[config.mk]
export PLATFORM = sky130hd
export DESIGN_NAME = scratch_stack_allocator
export DESIGN_NICKNAME = d
export VERILOG_FILES = /design/src/rtl/ssa_pkg.sv /design/src/rtl/ssa_front.sv /design/src/rtl/ssa_queue.sv /design/src/rtl/ssa_back.sv /design/src/rtl/scratch_stack_allocator.sv
export SDC_FILE = /design/constraint.sdc
export NUM_CORES = 1
export LEC_CHECK = 0
export ABC_AREA = 1
export BUFFER_PORTS_ARGS = -buffer_cell sky130_fd_sc_hd__buf_2
export CORE_ASPECT_RATIO = 0.5
export CORE_MARGIN = 2
export CORE_UTILIZATION = 55
export DETAILED_ROUTE_END_ITERATION = 16
export GPL_TIMING_DRIVEN = 0
export PLACE_DENSITY = 0.82
export SYNTH_ARGS = -nofsm -noshare
export SYNTH_HDL_FRONTEND = slang
export SYNTH_HIERARCHICAL = 1
export SYNTH_SLANG_ARGS = --single-unit
[constraint.sdc]
create_clock -name i_clk -period 20.4 [get_ports i_clk]
set_input_delay 3.06 -clock i_clk [delete_from_list [all_inputs] [get_ports i_clk]]
set_output_delay 3.06 -clock i_clk [all_outputs]
set_load 0.05 [all_outputs]
[src/rtl/ssa_pkg.sv]
// ----------------------------------------------------------------------------
// Scratch stack allocator package
// Request and response beats, decoded commands, codes and sizes.
// ----------------------------------------------------------------------------
package ssa_pkg;

    localparam int QUEUE_DEPTH = 2;
    localparam int ADDR_W      = 3;
    localparam int DATA_W      = 32;
    localparam int ALIGN_W     = 17;

    typedef enum logic [1:0] {
        REQ_TAKE   = 2'd0,
        REQ_MARK   = 2'd1,
        REQ_REWIND = 2'd2,
        REQ_REOPEN = 2'd3
    } t_req_type;

    typedef enum logic [2:0] {
        ST_OK        = 3'd0,
        ST_BAD_ARG   = 3'd1,
        ST_NOT_OPEN  = 3'd2,
        ST_EXHAUSTED = 3'd3,
        ST_ORDER     = 3'd4,
        ST_DEPTH     = 3'd5
    } t_status;

    typedef struct packed {
        t_req_type           req_type;
        logic [31:0]         byte_count;
        logic [ALIGN_W-1:0]  alignment;
        logic [31:0]         mark_offset;
        logic [15:0]         mark_level;
    } t_req;

    typedef struct packed {
        t_status     status;
        logic [31:0] result_offset;
        logic [15:0] result_level;
        logic [31:0] used_bytes;
        logic [31:0] peak_bytes;
        logic [31:0] exhaustion_total;
    } t_rsp;

    typedef struct packed {
        t_req_type           kind;
        logic                bad_arg;
        logic [ALIGN_W-1:0]  align_mask;
        logic [31:0]         byte_count;
        logic [31:0]         mark_offset;
        logic [15:0]         mark_level;
    } t_cmd;

endpackage

[src/rtl/ssa_front.sv]
// ----------------------------------------------------------------------------
// Scratch stack allocator front end
// Decodes a request beat into a command and checks the take arguments.
// ----------------------------------------------------------------------------
module ssa_front
    import ssa_pkg::*;
(
    input  t_req i_req,
    output t_cmd o_cmd
);

    logic [ALIGN_W-1:0] align_m1;

    assign align_m1 = i_req.alignment - ALIGN_W'(1);

    always_comb begin
        o_cmd.kind        = i_req.req_type;
        o_cmd.align_mask  = align_m1;
        o_cmd.byte_count  = i_req.byte_count;
        o_cmd.mark_offset = i_req.mark_offset;
        o_cmd.mark_level  = i_req.mark_level;
        o_cmd.bad_arg     = (i_req.byte_count == 32'd0) ||
                            (i_req.alignment == '0) ||
                            ((i_req.alignment & align_m1) != '0);
    end

endmodule

[src/rtl/ssa_queue.sv]
// ----------------------------------------------------------------------------
// Scratch stack allocator command queue
// Small register queue between the front end and the execution unit.
// ----------------------------------------------------------------------------
module ssa_queue
    import ssa_pkg::*;
#(
    parameter int DEPTH = QUEUE_DEPTH
) (
    input  logic i_clk,
    input  logic i_rst_n,
    input  logic i_push,
    input  t_cmd i_cmd,
    output logic o_full,
    input  logic i_pop,
    output logic o_valid,
    output t_cmd o_cmd
);

    localparam int PTR_W = (DEPTH > 1) ? $clog2(DEPTH) : 1;
    localparam int CNT_W = $clog2(DEPTH + 1);

    t_cmd             r_mem [DEPTH];
    logic [PTR_W-1:0] r_wr_ptr;
    logic [PTR_W-1:0] r_rd_ptr;
    logic [CNT_W-1:0] r_count;
    logic [PTR_W-1:0] n_wr_ptr;
    logic [PTR_W-1:0] n_rd_ptr;
    logic [CNT_W-1:0] n_count;

    assign o_full  = (r_count == CNT_W'(DEPTH));
    assign o_valid = (r_count != '0);
    assign o_cmd   = r_mem[r_rd_ptr];

    always_comb begin
        n_wr_ptr = r_wr_ptr;
        n_rd_ptr = r_rd_ptr;
        n_count  = r_count;
        if (i_push) begin
            n_wr_ptr = (r_wr_ptr == PTR_W'(DEPTH - 1)) ? '0 : r_wr_ptr + PTR_W'(1);
        end
        if (i_pop) begin
            n_rd_ptr = (r_rd_ptr == PTR_W'(DEPTH - 1)) ? '0 : r_rd_ptr + PTR_W'(1);
        end
        if (i_push && !i_pop) begin
            n_count = r_count + CNT_W'(1);
        end else if (!i_push && i_pop) begin
            n_count = r_count - CNT_W'(1);
        end
    end

    always_ff @(posedge i_clk) begin
        if (!i_rst_n) begin
            r_wr_ptr <= '0;
            r_rd_ptr <= '0;
            r_count  <= '0;
        end else begin
            r_wr_ptr <= n_wr_ptr;
            r_rd_ptr <= n_rd_ptr;
            r_count  <= n_count;
        end
    end

    always_ff @(posedge i_clk) begin
        if (i_push) begin
            r_mem[r_wr_ptr] <= i_cmd;
        end
    end

endmodule

[src/rtl/ssa_back.sv]
// ----------------------------------------------------------------------------
// Scratch stack allocator execution unit
// Applies commands to the allocator state and holds the response register.
// ----------------------------------------------------------------------------
module ssa_back
    import ssa_pkg::*;
(
    input  logic        i_clk,
    input  logic        i_rst_n,
    input  logic [31:0] i_capacity,
    input  logic        i_cmd_valid,
    input  t_cmd        i_cmd,
    output logic        o_cmd_pop,
    output logic        o_rsp_valid,
    input  logic        i_rsp_ready,
    output t_rsp        o_rsp
);

    logic        r_valid;
    t_rsp        r_rsp;
    logic [31:0] r_cur;
    logic [31:0] r_peak;
    logic [15:0] r_level;
    logic [31:0] r_exh;
    logic [31:0] n_cur;
    logic [31:0] n_peak;
    logic [15:0] n_level;
    logic [31:0] n_exh;
    t_rsp        n_rsp;
    logic        pop;
    logic [32:0] mask_ext;
    logic [32:0] start;
    logic [33:0] span_end;
    logic        fits;

    assign pop         = i_cmd_valid && (!r_valid || i_rsp_ready);
    assign o_cmd_pop   = pop;
    assign o_rsp_valid = r_valid;
    assign o_rsp       = r_rsp;

    assign mask_ext = {16'd0, i_cmd.align_mask};
    assign start    = ({1'b0, r_cur} + mask_ext) & ~mask_ext;
    assign span_end = {1'b0, start} + {2'b00, i_cmd.byte_count};
    assign fits     = (span_end <= {2'b00, i_capacity});

    always_comb begin
        n_cur   = r_cur;
        n_peak  = r_peak;
        n_level = r_level;
        n_exh   = r_exh;
        n_rsp.status        = ST_OK;
        n_rsp.result_offset = '0;
        n_rsp.result_level  = '0;
        case (i_cmd.kind)
            REQ_TAKE: begin
                if (i_cmd.bad_arg) begin
                    n_rsp.status = ST_BAD_ARG;
                end else if (i_capacity == '0) begin
                    n_rsp.status = ST_NOT_OPEN;
                end else if (!fits) begin
                    n_rsp.status = ST_EXHAUSTED;
                    if (r_exh != '1) begin
                        n_exh = r_exh + 32'd1;
                    end
                end else begin
                    n_cur               = span_end[31:0];
                    n_rsp.result_offset = start[31:0];
                    if (span_end[31:0] > r_peak) begin
                        n_peak = span_end[31:0];
                    end
                end
            end
            REQ_MARK: begin
                if (r_level == '1) begin
                    n_rsp.status = ST_DEPTH;
                end else begin
                    n_level             = r_level + 16'd1;
                    n_rsp.result_offset = r_cur;
                    n_rsp.result_level  = r_level + 16'd1;
                end
            end
            REQ_REWIND: begin
                if (r_level == '0 || i_cmd.mark_level != r_level) begin
                    n_rsp.status = ST_ORDER;
                end else begin
                    n_cur   = i_cmd.mark_offset;
                    n_level = r_level - 16'd1;
                end
            end
            REQ_REOPEN: begin
                if (i_capacity == '0) begin
                    n_rsp.status = ST_BAD_ARG;
                end else begin
                    n_cur   = '0;
                    n_peak  = '0;
                    n_level = '0;
                    n_exh   = '0;
                end
            end
            default: begin
                n_rsp.status = ST_BAD_ARG;
            end
        endcase
        n_rsp.used_bytes       = n_cur;
        n_rsp.peak_bytes       = n_peak;
        n_rsp.exhaustion_total = n_exh;
    end

    always_ff @(posedge i_clk) begin
        if (!i_rst_n) begin
            r_valid <= 1'b0;
            r_cur   <= '0;
            r_peak  <= '0;
            r_level <= '0;
            r_exh   <= '0;
        end else begin
            if (pop) begin
                r_valid <= 1'b1;
                r_cur   <= n_cur;
                r_peak  <= n_peak;
                r_level <= n_level;
                r_exh   <= n_exh;
            end else if (i_rsp_ready) begin
                r_valid <= 1'b0;
            end
        end
    end

    always_ff @(posedge i_clk) begin
        if (pop) begin
            r_rsp <= n_rsp;
        end
    end

endmodule

[src/rtl/scratch_stack_allocator.sv]
// ----------------------------------------------------------------------------
// Scratch stack allocator
// Bump allocator with nested marks, peak tracking and exhaustion counting.
// ----------------------------------------------------------------------------
// Requests arrive as beats on the i_req channel (valid and ready) and each
// produces exactly one response beat on the o_rsp channel, in order.
// The region capacity register sits at byte address 0 of the APB port and
// may only be written while no request is in flight.
// A request that meets an empty queue and an idle response register passes
// the queue entry, then the response register. One request per cycle is
// sustained while the receiver takes each response; the rate is set by
// the offset, peak, level and exhaustion update in the execution unit.
// A two-entry command queue separates the front end from the execution
// unit, so requests are still accepted while a response waits to be taken.
// When the receiver stalls, the response is held and the queue fills; then
// o_req_ready drops until the response is taken.
// Reset clears the capacity, all counters, the queue and the response valid.
// ----------------------------------------------------------------------------
module scratch_stack_allocator
    import ssa_pkg::*;
#(
    parameter int Q_DEPTH = QUEUE_DEPTH
) (
    input  logic              i_clk,
    input  logic              i_rst_n,
    input  logic              i_req_valid,
    output logic              o_req_ready,
    input  t_req              i_req,
    output logic              o_rsp_valid,
    input  logic              i_rsp_ready,
    output t_rsp              o_rsp,
    input  logic              psel,
    input  logic              penable,
    input  logic              pwrite,
    input  logic [ADDR_W-1:0] paddr,
    input  logic [DATA_W-1:0] pwdata,
    output logic [DATA_W-1:0] prdata,
    output logic              pready
);

    logic [31:0] r_capacity;
    t_cmd        front_cmd;
    t_cmd        queue_cmd;
    logic        queue_full;
    logic        queue_valid;
    logic        queue_pop;
    logic        req_push;
    logic        cap_sel;

    assign pready      = 1'b1;
    assign cap_sel     = (paddr[ADDR_W-1:2] == '0);
    assign prdata      = cap_sel ? r_capacity : '0;
    assign o_req_ready = !queue_full;
    assign req_push    = i_req_valid && !queue_full;

    always_ff @(posedge i_clk) begin
        if (!i_rst_n) begin
            r_capacity <= '0;
        end else if (psel && penable && pwrite && cap_sel) begin
            r_capacity <= pwdata;
        end
    end

    ssa_front u_front (
        .i_req (i_req),
        .o_cmd (front_cmd)
    );

    ssa_queue #(
        .DEPTH (Q_DEPTH)
    ) u_queue (
        .i_clk   (i_clk),
        .i_rst_n (i_rst_n),
        .i_push  (req_push),
        .i_cmd   (front_cmd),
        .o_full  (queue_full),
        .i_pop   (queue_pop),
        .o_valid (queue_valid),
        .o_cmd   (queue_cmd)
    );

    ssa_back u_back (
        .i_clk       (i_clk),
        .i_rst_n     (i_rst_n),
        .i_capacity  (r_capacity),
        .i_cmd_valid (queue_valid),
        .i_cmd       (queue_cmd),
        .o_cmd_pop   (queue_pop),
        .o_rsp_valid (o_rsp_valid),
        .i_rsp_ready (i_rsp_ready),
        .o_rsp       (o_rsp)
    );

endmodule

==> impl_metrics.ini <==
[sta]
min_period_ns = 9.30
hold_viol = 0
drv_slew = 0
rsz0062_at_grt = no
fmax_mhz = 108
finalSetupViolCount = 0
fin_skew_ns = 0.0321
tightest_slew_ns = 1.26
fin_setup_tns_ns = 0
relSlewSlack_pct = 15.7
period_share_pct = 45.6

[logic_synthesis]
synth_top_area_cell = edfxtp_1
syn-instance-count = 3485
ys_top_cells_by_count = 718 x nand2_1, 531 x inv_1, 347 x edfxtp_1
synthArstFlopShare_pct = 0
synth_cell_type_count = 61
yosysWarnings = 6
synth_edf_count = 347
postSynthAreaPerCell_um2 = 8.49
ys_seq_elements = 497
syn_area_um2 = 29600
synthTopCellsByArea = edfxtp_1 35%, dfxtp_1 10%, nand2_1 9.1%, inv_1 6.7%, ha_1 6.0%
ys.flop_type = edfxtp_1
ys_seq_area_share_pct = 45.4
synth_most_common_cell = nand2_1
synth_nets = 3769
synth_top_area_share_pct = 35.2

[placement]
portBuffers = 268
gp_congestion = 0.998
place_hpwl_um = 70800

[critical_path]
cp-start-kind = flop
critPathMaxStageDelay_ns = 0.63
crit_buf_inv = 8
slowest_stage = o21ai_1
cp-end-kind = flop
cp_top_family = simple AND/OR/NAND/NOR gates
crit_arrival_ns = 9.61
crit_top_cell = nand2_1
worst-setup-path-type = flop to flop
required_ns = 20.71
cp_max_fo = 10

[run_status]
status = finished, final reports clean

[cells_and_area]
drive_gt1_share_pct = 16.5
n_antenna_cell = 0
register_area_um2 = 13400
nets = 4092
multi_input_area_um2 = 12700
final_util_pct = 62.7
area_growth_pct = 13.3
n_fill_cell = 4437

[drt]
firstDrtPassIters = 9
post_drt_wl_per_cell_um = 20.1
vias = 25600
postRouteAntennaNets = 0
drt-initial-drc-count = 3283
vias_per_cell = 5.62
drc = 0
wirelength_um = 91800

[clock_network]
ctsHoldBuffers = 0
clock-sinks = 497
ctsRootBufferMaster = clkbuf_16
clockBufferDepth = 3
numCtsBuffers = 45
cts_setup_buffers = 0
cts_tree = yes
insertion_delay_ns = 0.60
post_cts_resized = 0
h-tree-depth = 2
clkTransAtPathRegs_ns = 0.07

[floorplanning]
chipHeight_um = 168
dieArea_um2 = 55800
coreArea_um2 = 53500
rows = 60
fp.dieW_um = 332
initial_core_util_pct = 55.4
io_pins = 323

[grt]
use_met2_pct = 51.0
grt_use_met3_pct = 5.61
use_met1_pct = 43.7
grt_use_total_pct = 31.8
gr-max-usage-layer = met2
antenna_found_initial = 1
grt_pass1_vias = 24000
grt_pass1_wl_um = 136000
overflow = 0
grt_max_degree = 65

[job]
cap_violations = 0

[worst_hold_path]
holdCritStartpoint = r_capacity[16]
hp-class = flop to flop
-- worst reg2reg max path, delay by kind of cell (launching register included) --
kind | cells | cell delay (ns)
buf+inv | 8 | 1.63
mux | 1 | 0.32
fa+ha+maj | 3 | 0.95
xor+xnor | 2 | 0.76
flops | 1 | 0.33
simple gates | 16 | 2.60
compound gates | 8 | 2.42
-- path summary, 6_finish.rpt --
kind	to	slack (ns)	depth (start not counted)
max	u_back/o_rsp[138]	11.10	38
min	r_capacity[16]	0.51	2
max reg2reg	u_back/o_rsp[138]	11.10	38
min reg2reg	r_capacity[16]	0.51	2
-- state kept, by name (all words and copies together) (netlist names), 2 cells and up, named ones only --
name,cells
u_back/r_cur,32
u_back/r_peak,32
r_capacity,32
u_back/r_level,16
u_queue/r_mem,200
u_back/o_rsp,147
u_queue/r_count,2
u_back/r_exh,32
-- stage by stage --
step                      setup WS, ns  hold WS, ns  area [um2]  instances
after floorplan                  11.73        0.466       29600       3485
after global placement            9.28        0.473       31800       4466
after detailed placement         11.59        0.503       32000       4474
after CTS                        11.53        0.510       33500       4557
after global routing             10.80        0.540       33500       4557
final                            11.10        0.511       33500       4557
-- cells in the final DEF (no fill, tap or decap), types with 10 or more instances in the layout --
master       n
clkbuf_16   45
nand2_1    718
nor4_1      12
inv_1      530
a31oi_1     13
nor3_1      37
ha_1       141
a32oi_1     11
nand3_1    242
nor2_1     315
mux2_4     100
nand4_1     39
buf_2      292
inv_2       17
clkbuf_1    79
a21oi_1    206
clkinv_1    10
edfxtp_1   347
dfxtp_1    150
xor2_1      59
buf_4       88
buf_12      17
o21ai_0    119
o21ai_1     72
o22ai_1     19
xnor2_1     21
nand2_2     12
-- metal layers --
| layer | vias up | part of all wire, % |
|---|---|---|
| li1 | 12100 | - |
| met1 | 12100 | 42 |
| met2 | 1301 | 45 |
| met3 | 203 | 9.6 |
| met4 | 0 | 3.5 |
| met5 | - | 0 |
-- layout make-up --
type	count	share of cell area [%]
flip-flops and latches	497	40.1
well taps	713	2.66
plain buffers	212	4.14
multi-input cells	2226	38.0
clock inverters	28	0.974
repair buffers	276	4.50
clock buffers	55	3.53
inverters	550	6.17
-- cell families (layout without fill, tap and decap cells) --
logic type,after synthesis,after routing,synth area share [%]
DFF,497,497,45.4
xor gates and xnor gates,80,80,2.37
buffers and inverters,762,1121,11.7
adders and majority gates,143,143,6.10
other,1,1,0.0127
muxes,100,100,5.07
AOI/OAI and AO/OA,478,478,8.72
and+or+nand+nor,1424,1424,20.7
Power is not shown: default switching activity piles up to over one toggle a cycle in this logic, so the estimate is an artifact.
